**src/sv/gcp_pkg.sv**
```systemverilog
package gcp_pkg;

	localparam int PIX_W  = 8;
	localparam int GAIN_W = 16;
	localparam int ACT_W  = 2;
	localparam int MODE_W = 2;
	localparam int IDX_W  = 2;
	localparam int CFG_W  = 16;
	localparam int PROD_W = PIX_W + GAIN_W;

	localparam logic [ACT_W-1:0] ACT_MEASURE = 2'd0;
	localparam logic [ACT_W-1:0] ACT_RESOLVE = 2'd1;
	localparam logic [ACT_W-1:0] ACT_APPLY   = 2'd2;

	localparam logic [MODE_W-1:0] MODE_AUTO  = 2'd0;
	localparam logic [MODE_W-1:0] MODE_BLACK = 2'd1;
	localparam logic [MODE_W-1:0] MODE_WHITE = 2'd2;

	localparam logic [IDX_W-1:0] REG_ENABLE = 2'd0;
	localparam logic [IDX_W-1:0] REG_GAIN   = 2'd1;
	localparam logic [IDX_W-1:0] REG_MODE   = 2'd2;

	localparam logic [GAIN_W-1:0] GAIN_UNITY = 16'd4096;
	localparam logic [GAIN_W-1:0] GAIN_NEAR_LO = 16'd4092;
	localparam logic [GAIN_W-1:0] GAIN_NEAR_HI = 16'd4100;
	localparam logic [PROD_W-1:0] CLIP_LIMIT = 24'd1044480;
	localparam logic [PIX_W-1:0]  PIX_FULL   = 8'd255;

	localparam int MAX_PIXELS_DEF = 4096;
	localparam int LOCK_LINES_DEF = 96;

	// Quotients of both divisions never exceed 255.
	localparam int QUO_W = 8;

	typedef struct packed {
		logic load;
		logic white;
		logic start;
	} lane_ctl_t;

endpackage

```
**src/sv/gcp_if.sv**
```systemverilog
interface gcp_in_if import gcp_pkg::*; ();
	logic               valid;
	logic               ready;
	logic [ACT_W-1:0]   action;
	logic [PIX_W-1:0]   red_in;
	logic [PIX_W-1:0]   green_in;
	logic [PIX_W-1:0]   blue_in;

	modport source (output valid, action, red_in, green_in, blue_in, input ready);
	modport sink   (input valid, action, red_in, green_in, blue_in, output ready);
endinterface

interface gcp_out_if import gcp_pkg::*; ();
	logic               valid;
	logic               ready;
	logic [PIX_W-1:0]   red_out;
	logic [PIX_W-1:0]   green_out;
	logic [PIX_W-1:0]   blue_out;
	logic               white_background;
	logic               pixel_changed;

	modport source (output valid, red_out, green_out, blue_out, white_background,
		pixel_changed, input ready);
	modport sink   (input valid, red_out, green_out, blue_out, white_background,
		pixel_changed, output ready);
endinterface

```
**src/sv/joint_clip_rgb_gain_auto_polarity_core.sv**
```systemverilog
// RGB line gain with joint clipping and automatic background polarity. Words
// are taken one at a time: a measure word, a resolve word on a line with no
// samples or with gain disabled, and an apply word that needs no joint
// clipping finish in ST_EXEC. An apply word that clips, and a resolve word
// that forms a line mean from samples, go on to ST_DIV or ST_MEAN to wait
// for the 8-step shared-nothing restoring dividers (one per color lane for
// the joint scale, one for the line mean). A finished word sits in the output
// register, and the next word is taken as soon as that register is free or
// being emptied. Configuration is written through cfg_we/cfg_index/cfg_wdata
// while the block is idle; the user must ensure this, as the block does not check it.
module joint_clip_rgb_gain_auto_polarity_core import gcp_pkg::*; #(
	parameter int MAX_PIXELS = MAX_PIXELS_DEF,
	parameter int LOCK_LINES = LOCK_LINES_DEF
) (
	input  logic              clk,
	input  logic              arst_n,
	input  logic              cfg_we,
	input  logic [IDX_W-1:0]  cfg_index,
	input  logic [CFG_W-1:0]  cfg_wdata,
	gcp_in_if.sink            din,
	gcp_out_if.source         dout
);

	localparam int POS_W   = $clog2(MAX_PIXELS + 1);
	localparam int CNT_MAX = (MAX_PIXELS + 7) / 8;
	localparam int CNT_W   = $clog2(CNT_MAX + 1);
	localparam int SUM_W   = $clog2(CNT_MAX * 765 + 1);
	localparam int MDEN_W  = $clog2(3 * CNT_MAX + 1);
	localparam int LCK_W   = $clog2(LOCK_LINES + 1);

	localparam logic [1:0] ST_IDLE = 2'd0;
	localparam logic [1:0] ST_EXEC = 2'd1;
	localparam logic [1:0] ST_DIV  = 2'd2;
	localparam logic [1:0] ST_MEAN = 2'd3;

	logic [1:0]        state_q;

	logic              enable_q;
	logic [GAIN_W-1:0] gain_q;
	logic [MODE_W-1:0] mode_q;

	logic [SUM_W-1:0]  sample_sum_q;
	logic [CNT_W-1:0]  sample_count_q;
	logic [POS_W-1:0]  pixel_pos_q;
	logic              polarity_q;
	logic              locked_q;
	logic [LCK_W-1:0]  countdown_q;
	logic [PIX_W-1:0]  max_mean_q;
	logic [PIX_W-1:0]  min_mean_q;
	logic              gain_was_active_q;

	logic [ACT_W-1:0]  act_q;
	logic [PIX_W-1:0]  px_q [3];

	logic              out_valid_q;
	logic [PIX_W-1:0]  out_px_q [3];
	logic              out_white_q;
	logic              out_changed_q;

	logic              accept;
	logic              auto_mode;
	logic              pole_now;
	logic              gain_on;
	logic              near_unity;

	lane_ctl_t         lane_ctl;
	logic [PIX_W-1:0]  lane_pix [3];
	logic [PIX_W-1:0]  lane_e   [3];
	logic              lane_clip[3];
	logic [PIX_W-1:0]  lane_qlin[3];
	logic [PIX_W-1:0]  lane_qdiv[3];
	logic              lane_done[3];

	logic [PIX_W-1:0]  emax;
	logic              any_clip;
	logic              lane_start;

	logic              mean_start;
	logic              mean_done;
	logic [PIX_W-1:0]  mean_quot;
	logic [MDEN_W-1:0] mean_den;

	logic              fin;
	logic              res_fin;
	logic [PIX_W-1:0]  mean_sel;
	logic              learn;
	logic [PIX_W-1:0]  new_max;
	logic [PIX_W-1:0]  new_min;
	logic              pol_learn;
	logic              pol_next;
	logic              white_next;
	logic [PIX_W-1:0]  q_sel   [3];
	logic [PIX_W-1:0]  res_px  [3];
	logic              changed;

	// Configuration registers.
	always_ff @(posedge clk or negedge arst_n) begin
		if (!arst_n) begin
			enable_q <= 1'b0;
			gain_q   <= GAIN_UNITY;
			mode_q   <= MODE_AUTO;
		end else if (cfg_we) begin
			case (cfg_index)
				REG_ENABLE: enable_q <= cfg_wdata[0];
				REG_GAIN:   gain_q   <= cfg_wdata[GAIN_W-1:0];
				REG_MODE:   mode_q   <= cfg_wdata[MODE_W-1:0];
				default:    ;
			endcase
		end
	end

	assign accept     = din.valid && din.ready;
	assign din.ready  = (state_q == ST_IDLE) && (!out_valid_q || dout.ready);
	assign auto_mode  = (mode_q != MODE_BLACK) && (mode_q != MODE_WHITE);
	assign pole_now   = (mode_q == MODE_BLACK) ? 1'b0 :
		(mode_q == MODE_WHITE) ? 1'b1 : polarity_q;
	assign near_unity = (gain_q >= GAIN_NEAR_LO) && (gain_q <= GAIN_NEAR_HI);
	assign gain_on    = enable_q && !near_unity;

	assign lane_pix[0] = din.red_in;
	assign lane_pix[1] = din.green_in;
	assign lane_pix[2] = din.blue_in;

	assign lane_ctl.load  = accept;
	assign lane_ctl.white = pole_now;
	assign lane_ctl.start = lane_start;

	for (genvar ch = 0; ch < 3; ch++) begin : g_lane
		gcp_lane u_lane (
			.clk     (clk),
			.arst_n  (arst_n),
			.ctl     (lane_ctl),
			.pixel   (lane_pix[ch]),
			.gain    (gain_q),
			.emax    (emax),
			.energy  (lane_e[ch]),
			.clip    (lane_clip[ch]),
			.q_lin   (lane_qlin[ch]),
			.q_div   (lane_qdiv[ch]),
			.div_done(lane_done[ch])
		);
	end

	// Merge: the peak energy and the joint clip decision across the lanes.
	always_comb begin
		emax = lane_e[0];
		if (lane_e[1] > emax) emax = lane_e[1];
		if (lane_e[2] > emax) emax = lane_e[2];
	end
	assign any_clip = lane_clip[0] || lane_clip[1] || lane_clip[2];

	assign mean_den = ({sample_count_q, 1'b0} + MDEN_W'(sample_count_q));

	gcp_div #(
		.NUM_W(SUM_W),
		.DEN_W(MDEN_W),
		.QW   (PIX_W)
	) u_mean_div (
		.clk   (clk),
		.arst_n(arst_n),
		.start (mean_start),
		.num   (sample_sum_q),
		.den   (mean_den),
		.quot  (mean_quot),
		.done  (mean_done)
	);

	always_comb begin
		fin        = 1'b0;
		res_fin    = 1'b0;
		lane_start = 1'b0;
		mean_start = 1'b0;
		mean_sel   = PIX_FULL;
		case (state_q)
			ST_EXEC: begin
				case (act_q)
					ACT_RESOLVE: begin
						if ((pixel_pos_q != '0) && enable_q && (sample_count_q != '0)) begin
							mean_start = 1'b1;
						end else begin
							fin     = 1'b1;
							res_fin = 1'b1;
						end
					end
					ACT_APPLY: begin
						if (gain_on && any_clip && (emax != '0)) begin
							lane_start = 1'b1;
						end else begin
							fin = 1'b1;
						end
					end
					default: fin = 1'b1;
				endcase
			end
			ST_DIV:  fin = lane_done[0];
			ST_MEAN: begin
				fin      = mean_done;
				res_fin  = mean_done;
				mean_sel = mean_quot;
			end
			default: ;
		endcase
	end

	// Learning update at the end of a measure pass.
	assign learn     = res_fin && (pixel_pos_q != '0) && enable_q && auto_mode && !locked_q;
	assign new_max   = (mean_sel > max_mean_q) ? mean_sel : max_mean_q;
	assign new_min   = (mean_sel < min_mean_q) ? mean_sel : min_mean_q;
	assign pol_learn = ({1'b0, new_max} + {1'b0, new_min}) > {1'b0, PIX_FULL};
	assign pol_next  = learn ? pol_learn : polarity_q;
	assign white_next = (mode_q == MODE_BLACK) ? 1'b0 :
		(mode_q == MODE_WHITE) ? 1'b1 : pol_next;

	always_comb begin
		changed = 1'b0;
		for (int ch = 0; ch < 3; ch++) begin
			q_sel[ch] = (state_q == ST_DIV) ? lane_qdiv[ch] : lane_qlin[ch];
			if ((act_q == ACT_APPLY) && gain_on) begin
				res_px[ch] = pole_now ? (PIX_FULL - q_sel[ch]) : q_sel[ch];
			end else begin
				res_px[ch] = px_q[ch];
			end
			if (res_px[ch] != px_q[ch]) changed = 1'b1;
		end
	end

	always_ff @(posedge clk or negedge arst_n) begin
		if (!arst_n) begin
			state_q <= ST_IDLE;
		end else begin
			case (state_q)
				ST_IDLE: if (accept) state_q <= ST_EXEC;
				ST_EXEC: begin
					if (lane_start) begin
						state_q <= ST_DIV;
					end else if (mean_start) begin
						state_q <= ST_MEAN;
					end else begin
						state_q <= ST_IDLE;
					end
				end
				ST_DIV:  if (fin) state_q <= ST_IDLE;
				ST_MEAN: if (fin) state_q <= ST_IDLE;
				default: state_q <= ST_IDLE;
			endcase
		end
	end

	always_ff @(posedge clk) begin
		if (accept) begin
			act_q   <= din.action;
			px_q[0] <= din.red_in;
			px_q[1] <= din.green_in;
			px_q[2] <= din.blue_in;
		end
	end

	// Line statistics and background learning.
	always_ff @(posedge clk or negedge arst_n) begin
		if (!arst_n) begin
			sample_sum_q      <= '0;
			sample_count_q    <= '0;
			pixel_pos_q       <= '0;
			polarity_q        <= 1'b1;
			locked_q          <= 1'b0;
			countdown_q       <= LCK_W'(LOCK_LINES);
			max_mean_q        <= '0;
			min_mean_q        <= PIX_FULL;
			gain_was_active_q <= 1'b0;
		end else begin
			if ((state_q == ST_EXEC) && (act_q == ACT_MEASURE)
				&& (pixel_pos_q < POS_W'(MAX_PIXELS))) begin
				if (pixel_pos_q[2:0] == 3'd0) begin
					sample_sum_q   <= sample_sum_q + SUM_W'(px_q[0]) + SUM_W'(px_q[1])
						+ SUM_W'(px_q[2]);
					sample_count_q <= sample_count_q + 1'b1;
				end
				pixel_pos_q <= pixel_pos_q + 1'b1;
			end
			if (res_fin) begin
				sample_sum_q   <= '0;
				sample_count_q <= '0;
				pixel_pos_q    <= '0;
				if (pixel_pos_q != '0) begin
					if (!enable_q) begin
						if (gain_was_active_q) begin
							gain_was_active_q <= 1'b0;
							locked_q          <= 1'b0;
							countdown_q       <= LCK_W'(LOCK_LINES);
							max_mean_q        <= '0;
							min_mean_q        <= PIX_FULL;
						end
					end else begin
						gain_was_active_q <= 1'b1;
						if (learn) begin
							max_mean_q <= new_max;
							min_mean_q <= new_min;
							polarity_q <= pol_learn;
							if (countdown_q <= LCK_W'(1)) begin
								countdown_q <= '0;
								locked_q    <= 1'b1;
							end else begin
								countdown_q <= countdown_q - 1'b1;
							end
						end
					end
				end
			end
		end
	end

	// Output register.
	always_ff @(posedge clk or negedge arst_n) begin
		if (!arst_n) begin
			out_valid_q <= 1'b0;
		end else if (fin) begin
			out_valid_q <= 1'b1;
		end else if (dout.ready) begin
			out_valid_q <= 1'b0;
		end
	end

	always_ff @(posedge clk) begin
		if (fin) begin
			out_px_q[0]   <= res_px[0];
			out_px_q[1]   <= res_px[1];
			out_px_q[2]   <= res_px[2];
			out_white_q   <= white_next;
			out_changed_q <= changed;
		end
	end

	assign dout.valid            = out_valid_q;
	assign dout.red_out          = out_px_q[0];
	assign dout.green_out        = out_px_q[1];
	assign dout.blue_out         = out_px_q[2];
	assign dout.white_background = out_white_q;
	assign dout.pixel_changed    = out_changed_q;

endmodule

```
**src/sv/gcp_div.sv**
```systemverilog
module gcp_div import gcp_pkg::*; #(
	parameter int NUM_W = 17,
	parameter int DEN_W = 9,
	parameter int QW    = QUO_W
) (
	input  logic             clk,
	input  logic             arst_n,
	input  logic             start,
	input  logic [NUM_W-1:0] num,
	input  logic [DEN_W-1:0] den,
	output logic [QW-1:0]    quot,
	output logic             done
);

	// Restoring division, one quotient bit per cycle, MSB first. The caller
	// guarantees num < den << QW, so QW steps give the full quotient.
	localparam int SH_W  = DEN_W + QW - 1;
	localparam int W     = (NUM_W > SH_W) ? NUM_W : SH_W;
	localparam int CNT_W = (QW > 1) ? $clog2(QW) : 1;

	logic [W-1:0]     rem_q;
	logic [W-1:0]     dsh_q;
	logic [QW-1:0]    quo_q;
	logic [CNT_W-1:0] cnt_q;
	logic             busy_q;
	logic             done_q;
	logic             ge;

	assign ge = (rem_q >= dsh_q);

	always_ff @(posedge clk or negedge arst_n) begin
		if (!arst_n) begin
			busy_q <= 1'b0;
			done_q <= 1'b0;
			cnt_q  <= '0;
		end else begin
			done_q <= 1'b0;
			if (start) begin
				busy_q <= 1'b1;
				cnt_q  <= '0;
			end else if (busy_q) begin
				cnt_q <= cnt_q + 1'b1;
				if (cnt_q == CNT_W'(QW - 1)) begin
					busy_q <= 1'b0;
					done_q <= 1'b1;
				end
			end
		end
	end

	always_ff @(posedge clk) begin
		if (start) begin
			rem_q <= W'(num);
			dsh_q <= W'({den, {(QW-1){1'b0}}});
			quo_q <= '0;
		end else if (busy_q) begin
			if (ge) begin
				rem_q <= rem_q - dsh_q;
			end
			dsh_q <= dsh_q >> 1;
			quo_q <= {quo_q[QW-2:0], ge};
		end
	end

	assign quot = quo_q;
	assign done = done_q;

endmodule

```
**src/sv/gcp_lane.sv**
```systemverilog
module gcp_lane import gcp_pkg::*; (
	input  logic             clk,
	input  logic             arst_n,
	input  lane_ctl_t        ctl,
	input  logic [PIX_W-1:0] pixel,
	input  logic [GAIN_W-1:0] gain,
	input  logic [PIX_W-1:0] emax,
	output logic [PIX_W-1:0] energy,
	output logic             clip,
	output logic [PIX_W-1:0] q_lin,
	output logic [PIX_W-1:0] q_div,
	output logic             div_done
);

	localparam int NUM_W = 17;
	localparam int DEN_W = PIX_W + 1;

	logic [PIX_W-1:0]  e_d;
	logic [PIX_W-1:0]  e_s1;
	logic [PROD_W-1:0] prod_s1;
	logic [PROD_W:0]   rounded;
	logic [NUM_W-1:0]  div_num;
	logic [DEN_W-1:0]  div_den;

	assign e_d = ctl.white ? (PIX_FULL - pixel) : pixel;

	always_ff @(posedge clk) begin
		if (ctl.load) begin
			e_s1    <= e_d;
			prod_s1 <= PROD_W'(e_d) * PROD_W'(gain);
		end
	end

	assign energy  = e_s1;
	assign clip    = (prod_s1 > CLIP_LIMIT);
	assign rounded = {1'b0, prod_s1} + (PROD_W+1)'(2048);
	// Without clipping the product is at most 255*4096, so this stays in range.
	assign q_lin   = rounded[19:12];

	// 255*e/emax rounded half up, as (510*e + emax) / (2*emax).
	assign div_num = NUM_W'(e_s1) * NUM_W'(510) + NUM_W'(emax);
	assign div_den = {emax, 1'b0};

	gcp_div #(
		.NUM_W(NUM_W),
		.DEN_W(DEN_W),
		.QW   (PIX_W)
	) u_div (
		.clk   (clk),
		.arst_n(arst_n),
		.start (ctl.start),
		.num   (div_num),
		.den   (div_den),
		.quot  (q_div),
		.done  (div_done)
	);

endmodule

```
**src/flat_wrapper.sv**
```systemverilog
// flat-port wrapper written by rule: the top's interface ports become plain ports
module joint_clip_rgb_gain_auto_polarity_core_flat import gcp_pkg::*;
#(
	parameter int MAX_PIXELS = MAX_PIXELS_DEF,
	parameter int LOCK_LINES = LOCK_LINES_DEF
)
  (clk, arst_n, cfg_we, cfg_index, cfg_wdata, din_valid, din_action, din_red_in, din_green_in, din_blue_in, din_ready, dout_valid, dout_red_out, dout_green_out, dout_blue_out, dout_white_background, dout_pixel_changed, dout_ready);
  gcp_in_if din_i ();
  gcp_out_if dout_i ();
  input  logic clk;
  input  logic arst_n;
  input  logic cfg_we;
  input  logic [IDX_W-1:0] cfg_index;
  input  logic [CFG_W-1:0] cfg_wdata;
  input wire logic [$bits(din_i.valid)-1:0] din_valid;
  input wire logic [$bits(din_i.action)-1:0] din_action;
  input wire logic [$bits(din_i.red_in)-1:0] din_red_in;
  input wire logic [$bits(din_i.green_in)-1:0] din_green_in;
  input wire logic [$bits(din_i.blue_in)-1:0] din_blue_in;
  output wire logic [$bits(din_i.ready)-1:0] din_ready;
  output wire logic [$bits(dout_i.valid)-1:0] dout_valid;
  output wire logic [$bits(dout_i.red_out)-1:0] dout_red_out;
  output wire logic [$bits(dout_i.green_out)-1:0] dout_green_out;
  output wire logic [$bits(dout_i.blue_out)-1:0] dout_blue_out;
  output wire logic [$bits(dout_i.white_background)-1:0] dout_white_background;
  output wire logic [$bits(dout_i.pixel_changed)-1:0] dout_pixel_changed;
  input wire logic [$bits(dout_i.ready)-1:0] dout_ready;
  assign din_i.valid = din_valid;
  assign din_i.action = din_action;
  assign din_i.red_in = din_red_in;
  assign din_i.green_in = din_green_in;
  assign din_i.blue_in = din_blue_in;
  assign din_ready = din_i.ready;
  assign dout_valid = dout_i.valid;
  assign dout_red_out = dout_i.red_out;
  assign dout_green_out = dout_i.green_out;
  assign dout_blue_out = dout_i.blue_out;
  assign dout_white_background = dout_i.white_background;
  assign dout_pixel_changed = dout_i.pixel_changed;
  assign dout_i.ready = dout_ready;
  joint_clip_rgb_gain_auto_polarity_core #(.MAX_PIXELS(MAX_PIXELS), .LOCK_LINES(LOCK_LINES)) u_core (.clk(clk), .arst_n(arst_n), .cfg_we(cfg_we), .cfg_index(cfg_index), .cfg_wdata(cfg_wdata), .din(din_i), .dout(dout_i));
endmodule
```
**config.mk**
```make
export PLATFORM = sky130hd
export DESIGN_NAME = joint_clip_rgb_gain_auto_polarity_core_flat
export DESIGN_NICKNAME = d
export VERILOG_FILES = /design/src/sv/gcp_pkg.sv /design/src/sv/gcp_if.sv /design/src/sv/joint_clip_rgb_gain_auto_polarity_core.sv /design/src/sv/gcp_div.sv /design/src/sv/gcp_lane.sv /design/src/flat_wrapper.sv
export SDC_FILE = /design/constraint.sdc
export NUM_CORES = 2
export LEC_CHECK = 0
export BUFFER_PORTS_ARGS = -buffer_cell sky130_fd_sc_hd__buf_2
export CORE_ASPECT_RATIO = 0.7
export CORE_MARGIN = 5
export CORE_UTILIZATION = 40
export DETAILED_ROUTE_END_ITERATION = 12
export SLEW_MARGIN = 0
export SYNTH_ARGS = -nofsm -noshare
export SYNTH_HDL_FRONTEND = slang
export SYNTH_SLANG_ARGS = --single-unit
```
**constraint.sdc**
```tcl
create_clock -name clk -period 8.8 [get_ports clk]
set_clock_uncertainty 0.1 [all_clocks]
set_input_delay 1.76 -clock clk [delete_from_list [all_inputs] [get_ports clk]]
set_output_delay 1.76 -clock clk [all_outputs]
set_load 0.01 [all_outputs]
```
Yosys cells after proc, flatten, opt, wreduce, memory -nomap -nowiden --
Memory sizes are Yosys's and may differ from the RTL's. Cells that the tools add are included.
Word-level totals: bits in registers 376, RAM bits 48, input port bits 49, output and inout port bits 28, logic and storage cells 293, memories 2
Cells by class: add/sub/neg operators 28, multiply operators 6, magnitude comparators 16, equal/unequal tests 22, multiplexer cells 114, reductions and logical operators 56
Memories:
- u_core.out_px_q | words 3, width 8, rd ports 3, clocked after Yosys merged registers in 0, write ports 3, line joint_clip_rgb_gain_auto_polarity_core.sv:56 | logic [PIX_W-1:0] out_px_q [3];
- u_core.px_q | words 3, width 8, rd ports 3, clocked after Yosys merged registers in 0, write ports 3, line joint_clip_rgb_gain_auto_polarity_core.sv:53 | logic [PIX_W-1:0] px_q [3];
Operators with widths (number):
- two-way mux 8 bit | 23
- two-way mux 17 bit | 9
- two-way mux 19 bit | 6
- two-way mux 16 bit | 6
- > comparator 24 x 20 -> 1 bit, second input constant | 3
- multiplier 8 x 16 -> 24 bit | 3
- adder 20 x 12 -> 20 bit, second input constant | 3
- adder 19 x 8 -> 19 bit | 3
- adder 17 x 8 -> 17 bit | 3
- greater-or-equal comparator 17 x 16 -> 1 bit | 3
- subtractor 17 x 16 -> 17 bit | 3
- multiplier 8 x 8 -> 16 bit, second input constant | 3
- subtractor 8 bit, first input constant | 6
- two-way mux 1 bit | 43
- two-way mux 18 bit | 2
- two-way mux 10 bit | 3
- two-way mux 7 bit | 4
- two-way mux 13 bit | 2
- > comparator 8 bit | 3
- two-way mux 3 bit | 8
- inequality test 8 bit | 3
- nonzero test 2 bit | 12
- AND reduction 2 bit | 10
- greater-or-equal comparator 19 x 18 -> 1 bit | 1
- other kinds (34) | 77

Longest topological paths before layout --
depth after elaboration 12, mapped depth 30, gate-level depth less buffers 28

Cells and area by module --
Synthesis repeated with hierarchy kept, for this count alone.
Second synthesis, totals: cells, all modules 4500, area total of the unflattened synthesis 42978.7 µm²
By module, submodules not included:
- joint_clip_rgb_gain_auto_polarity_core | instances 1, cells each 907, area each 9361.5 µm², seq. area each 3828.7 µm²
- gcp_div (u_core.g_lane[0].u_lane.u_div ...) | instances 3, cells each 290, area each 2731.4 µm², seq. area each 1206.2 µm²
- gcp_lane (u_core.g_lane[0].u_lane) | instances 1, cells each 819, area each 7559.8 µm², seq. area each 960.9 µm²
- gcp_lane (u_core.g_lane[2].u_lane) | instances 1, cells each 794, area each 7475.9 µm², seq. area each 960.9 µm²
- gcp_lane (u_core.g_lane[1].u_lane) | instances 1, cells each 797, area each 7388.3 µm², seq. area each 960.9 µm²
- gcp_div (u_core.u_mean_div) | instances 1, cells each 313, area each 2999.1 µm², seq. area each 1326.3 µm²

Worst setup path after synthesis --
Ideal clock, no wire load.
path kind input to register, from input din_blue_in[5], to register u_core.g_lane[2].u_lane.prod_s1[21] (data pin), library setup time 0.258 ns, arrival time 6.362 ns, required time 8.442 ns, setup slack 2.081 ns, cell stages on the path 16, path buffers 1, cell sequence xnor2_1 -> clkbuf_1 -> nand2_1 -> fa_1 -> fa_1 -> inv_1 -> fa_1 -> fa_1 -> ha_1 -> a21boi_0 -> o41ai_1 -> or4_1 -> a31oi_1 -> a21o_1 -> a21oi_1 -> xnor2_1
On the way: longest elaborated chain between the ends 3
Ends and longest elaborated chain:
- start, declared | line flat_wrapper.sv:19 | input wire logic [$bits(din_i.blue_in)-1:0] din_blue_in;
- subtractor 8 bit | line gcp_lane.sv:25 | assign e_d = ctl.white ? (PIX_FULL - pixel) : pixel;
- two-way mux 8 bit (*) | line gcp_lane.sv:25
- net u_core.g_lane[2].u_lane.e_d[5] | line gcp_lane.sv:18 | logic [PIX_W-1:0] e_d;
- multiplier 8 x 16 -> 24 bit (*) | line gcp_lane.sv:30 | prod_s1 <= PROD_W'(e_d) * PROD_W'(gain);
- end signal, assigned | line gcp_lane.sv:30
- end, declared | line gcp_lane.sv:20 | logic [PROD_W-1:0] prod_s1;
Mark *: on every way through the listed nets, which the timed path passes. The rest lies on a longest branch. A chain may end at the register's enable or synchronous reset.

Final worst setup path --
from register u_core.g_lane[0].u_lane.e_s1[5], to register u_core.g_lane[1].u_lane.u_div.rem_q[15] (data pin)
On the way: longest elaborated chain between the ends 10, elaborated cells on any way between the ends 11, those cells by class add/sub (1); order compare (2); mux (6); reduce/logical (2)
Ends and longest elaborated chain:
- start, declared | line gcp_lane.sv:19 | logic [PIX_W-1:0] e_s1;
- start signal, assigned | line gcp_lane.sv:29 | e_s1 <= e_d;
- > comparator 8 bit | line joint_clip_rgb_gain_auto_polarity_core.sv:147 | if (lane_e[1] > emax) emax = lane_e[1];
- two-way mux 8 bit (*) | line joint_clip_rgb_gain_auto_polarity_core.sv:147
- > comparator 8 bit | line joint_clip_rgb_gain_auto_polarity_core.sv:148 | if (lane_e[2] > emax) emax = lane_e[2];
- two-way mux 8 bit (*) | line joint_clip_rgb_gain_auto_polarity_core.sv:148
- parallel branches: the longest is 5 deep, another holds adder 17 x 8 -> 17 bit
- two-way mux 17 bit (*) | line gcp_div.sv:52 | if (start) begin
- end signal, assigned | line gcp_div.sv:53 | rem_q <= W'(num);
- end signal, assigned | line gcp_div.sv:58 | rem_q <= rem_q - dsh_q;
- end, declared | line gcp_div.sv:21 | logic [W-1:0] rem_q;
Every way passes the cells marked *.

==> run_results.csv <==
group,metric,value,unit
timing,max_freq,137,MHz
die,dieArea,111000,sq um
timing,tns,0,ps
timing,worst_pin_slew,1190,ps
final_layout,final_common_cell,"inv_1",
clock_network,cts_setup_buffers,0,
global_route,antenna_found_initial,4,
drt,ant_nets,0,
global_route,globalRouteOverflowTotal,0,
logic_synthesis,muxShareOfSynthArea,3.13,%
clock_network,clk-insertion-delay-late,650,ps
final_layout,final_cells,5814,
drt,first_pass_iters,6,
placed_design,place.gp.congestion,0.865,
timing,fin_crit,7300,ps
logic_synthesis,synth_fa_ha_area_share,29.9,%
clock_network,clk_pin_slew,60,ps
drt,vias,30200,
logic_synthesis,synth_top_family_by_area,"adder cells",
logic_synthesis,synth_edf_count,253,
logic_synthesis,syn_inst,4379,
global_route,grt_pass1_wl,168,mm
die,die_x,396,um
clock_network,post_cts_resized,0,
final_layout,drive_above_1_share,7.08,%
clock_network,cts_sinks,424,
logic_synthesis,yosysSeqAreaShare,27.8,%
setup_path,end_kind,"register",
setup_path,start_kind,"register",
die,core,104000,sq um
timing,slew_viol_final,0,
logic_synthesis,synthSimpleGateAreaFrac,14.8,%
timing,report.final.hold_viol_count,0,
drt,wl_per_cell,18.2,um
die,die_h,280,um
logic_synthesis,synth_ff_type,"edfxtp_1",
placed_design,hpwl,81.8,mm
logic_synthesis,synth_compound_area_share,10.7,%
final_layout,most-common-layout-cells,"inv_1, ha_1, nand2_1, fa_1, nor2_1",
setup_path,cp_max_fo,11,
timing,slew_headroom,20.1,%
final_layout,synthToLayoutAreaGrowth,8.78,%
setup_path,cpPeakStageDelay,670,ps
global_route,grt_max_degree,74,
logic_synthesis,synth-xor-area-share,6.52,%
clock_network,root_buffer,"clkbuf_16",
logic_synthesis,netlist_area,41700,sq um
logic_synthesis,ys_ff_latch,424,
die,start_util,40.2,%
clock_network,clk_path_buf_depth,3,
hold_path,worst_hold_path_type,"register to register",
clock_network,tritoncts,"done",
setup_path,cp.required,9040,ps
placed_design,place_inst,5719,
timing,rsz0062_at_grt,"no",
outcome,run_status,"complete, no violations",
final_layout,fin_util,43.7,%
logic_synthesis,ys_types,83,
logic_synthesis,syn_nets,5204,
global_route,grt_usage,19.0,%
timing,finalCritPeriodShare,83.0,%
drt,initialDrtViolationCount,2106,
job,drv_cap,0,
drt,viasPerCell,5.19,
clock_network,h-tree-depth,2,
logic_synthesis,synthArstFlopShare,25.5,%
clock_network,cts_hold_buf,0,
logic_synthesis,yosys_warnings,0,
setup_path,cp_slowest_cell,"edfxtp_1",
drt,wl,106,mm
logic_synthesis,avgSynthCellArea,9.52,sq um
setup_path,arrival,7540,ps
clock_network,cts_buffers,49,
die,rows,99,
drt,drc_errors,0,
placed_design,io_buffers,76,
timing,finalSetupViolCount,0,
global_route,grt_pass1_vias,29000,
timing,worst_hold_slack,398,ps
final_layout,final_net_count,5232,
setup_path,worstSetupPathType,"register to register",
die,io_pins,77,
final_layout,fillCellCount,9923,
==> cell type report <==
| class | instances | area [sq um] | area share (%) |
|---|---|---|---|
| antenna | 3 | 7.51 | 0.0165 |
| clock inverter | 38 | 474 | 1.05 |
| sequential | 424 | 11600 | 25.5 |
| inverter | 621 | 2330 | 5.14 |
| clock buffer | 54 | 1250 | 2.77 |
| multi-input combinational | 3177 | 27200 | 60.0 |
| tap | 1363 | 1710 | 3.76 |
| timing repair buffer | 134 | 818 | 1.80 |
==> registers in the layout, summed over array words and instances (netlist names), 7 cells and up <==
register and count:
u_core.g_lane.u_lane.prod_s1 72, u_core.g_lane.u_lane.u_div.rem_q 51, u_core.g_lane.u_lane.u_div.dsh_q 48, u_core.g_lane.u_lane.energy 24, u_core.g_lane.u_lane.u_div.quot 24, u_core.out_px_q 24, u_core.px_q 24, u_core.sample_sum_q 19
u_core.u_mean_div.rem_q 19, u_core.u_mean_div.dsh_q 18, u_core.gain_q 16, u_core.pixel_pos_q 13, u_core.sample_count_q 10, u_core.g_lane.u_lane.u_div.cnt_q 9, u_core.max_mean_q 8, u_core.min_mean_q 8
u_core.u_mean_div.quot 8, u_core.countdown_q 7
==> logic make-up (layout without fill, tap and decap cells) <==
group           after synthesis  in the layout
compound gates              705            705
xor+xnor                    309            309
fa+ha+maj                   776            776
buf+inv                     778            847
flops                       424            424
mux                         126            126
other cells                   0              3
simple gates               1261           1261
==> final timing paths <==
| kind | from | end | slack, ps | cells after the start |
|---|---|---|---|---|
| setup reg to reg | u_core.g_lane[0].u_lane.energy[5] | u_core.g_lane[1].u_lane.u_div.rem_q[15] | 1500 | 28 |
| hold reg to reg | u_core.locked_q | u_core.locked_q | 400 | 1 |
| hold / removal | u_core.locked_q | u_core.locked_q | 400 | 1 |
| max in group asynchronous | arst_n | u_core.gain_q[6] | 6280 | 2 |
| setup / recovery | u_core.g_lane[0].u_lane.energy[5] | u_core.g_lane[1].u_lane.u_div.rem_q[15] | 1500 | 28 |
| min in group asynchronous | arst_n | u_core.pixel_pos_q[5] | 1070 | 1 |
==> cell usage after synthesis, drive strengths merged (8+ instances only) <==
master	n	area share, %
a31o	22	0.46
a22o	8	0.17
edfxtp	253	18
inv	621	5.6
nand4	35	0.53
a2bb2oi	8	0.17
o21a	47	0.85
xnor2	211	4.4
nor2b	37	0.56
o21bai	13	0.23
nand3	68	0.82
dfrtp	96	5.8
nand2b	32	0.48
a211oi	18	0.32
o31a	9	0.19
and3	29	0.44
o21ai	181	2.2
xor2	97	2.0
a21oi	196	2.4
a31oi	31	0.47
nor4	31	0.47
nor2	279	2.5
and2	241	3.6
o31ai	21	0.38
a21o	57	1.0
nand2	379	3.4
fa	367	18
a21boi	12	0.22
buf	35	0.44
a2111oi	8	0.17
or2	16	0.24
clkbuf	122	1.1
o211ai	15	0.27
ha	409	12
nand3b	9	0.16
or3	23	0.35
dfstp	12	0.76
dfxtp	63	3.0
nor3	51	0.62
mux2i	96	2.3
mux2	30	0.82
o41ai	8	0.19
==> per-layer routing <==
layer / track usage (%) / share of wire, % / vias up
met5: 0 / 0 / -
met4: 3.77 / 1.8 / 0
met3: 3.34 / 6.5 / 101
met2: 26.0 / 40 / 748
met1: 30.9 / 52 / 14700
li1: - / - / 14700
==> stage by stage <==
stage,instance area (sq um),setup slack [ps]
2_1_floorplan,41700,2080
3_3_place_gp,43600,1320
3_5_place_dp,43600,1330
4_1_cts,45400,1480
5_1_grt,45400,800
6_report,45400,1500
==> critical path: cells and delay by family, from the launching register on <==
kind	cells	cell delay (ps)
fa+ha+maj	3	1160
simple gates	10	1720
compound gates	8	1930
buf+inv	3	600
xor+xnor	1	120
flops	1	670
mux	3	680
Power is not shown: default switching activity piles up to over one toggle a cycle in this logic, so the estimate is an artifact.
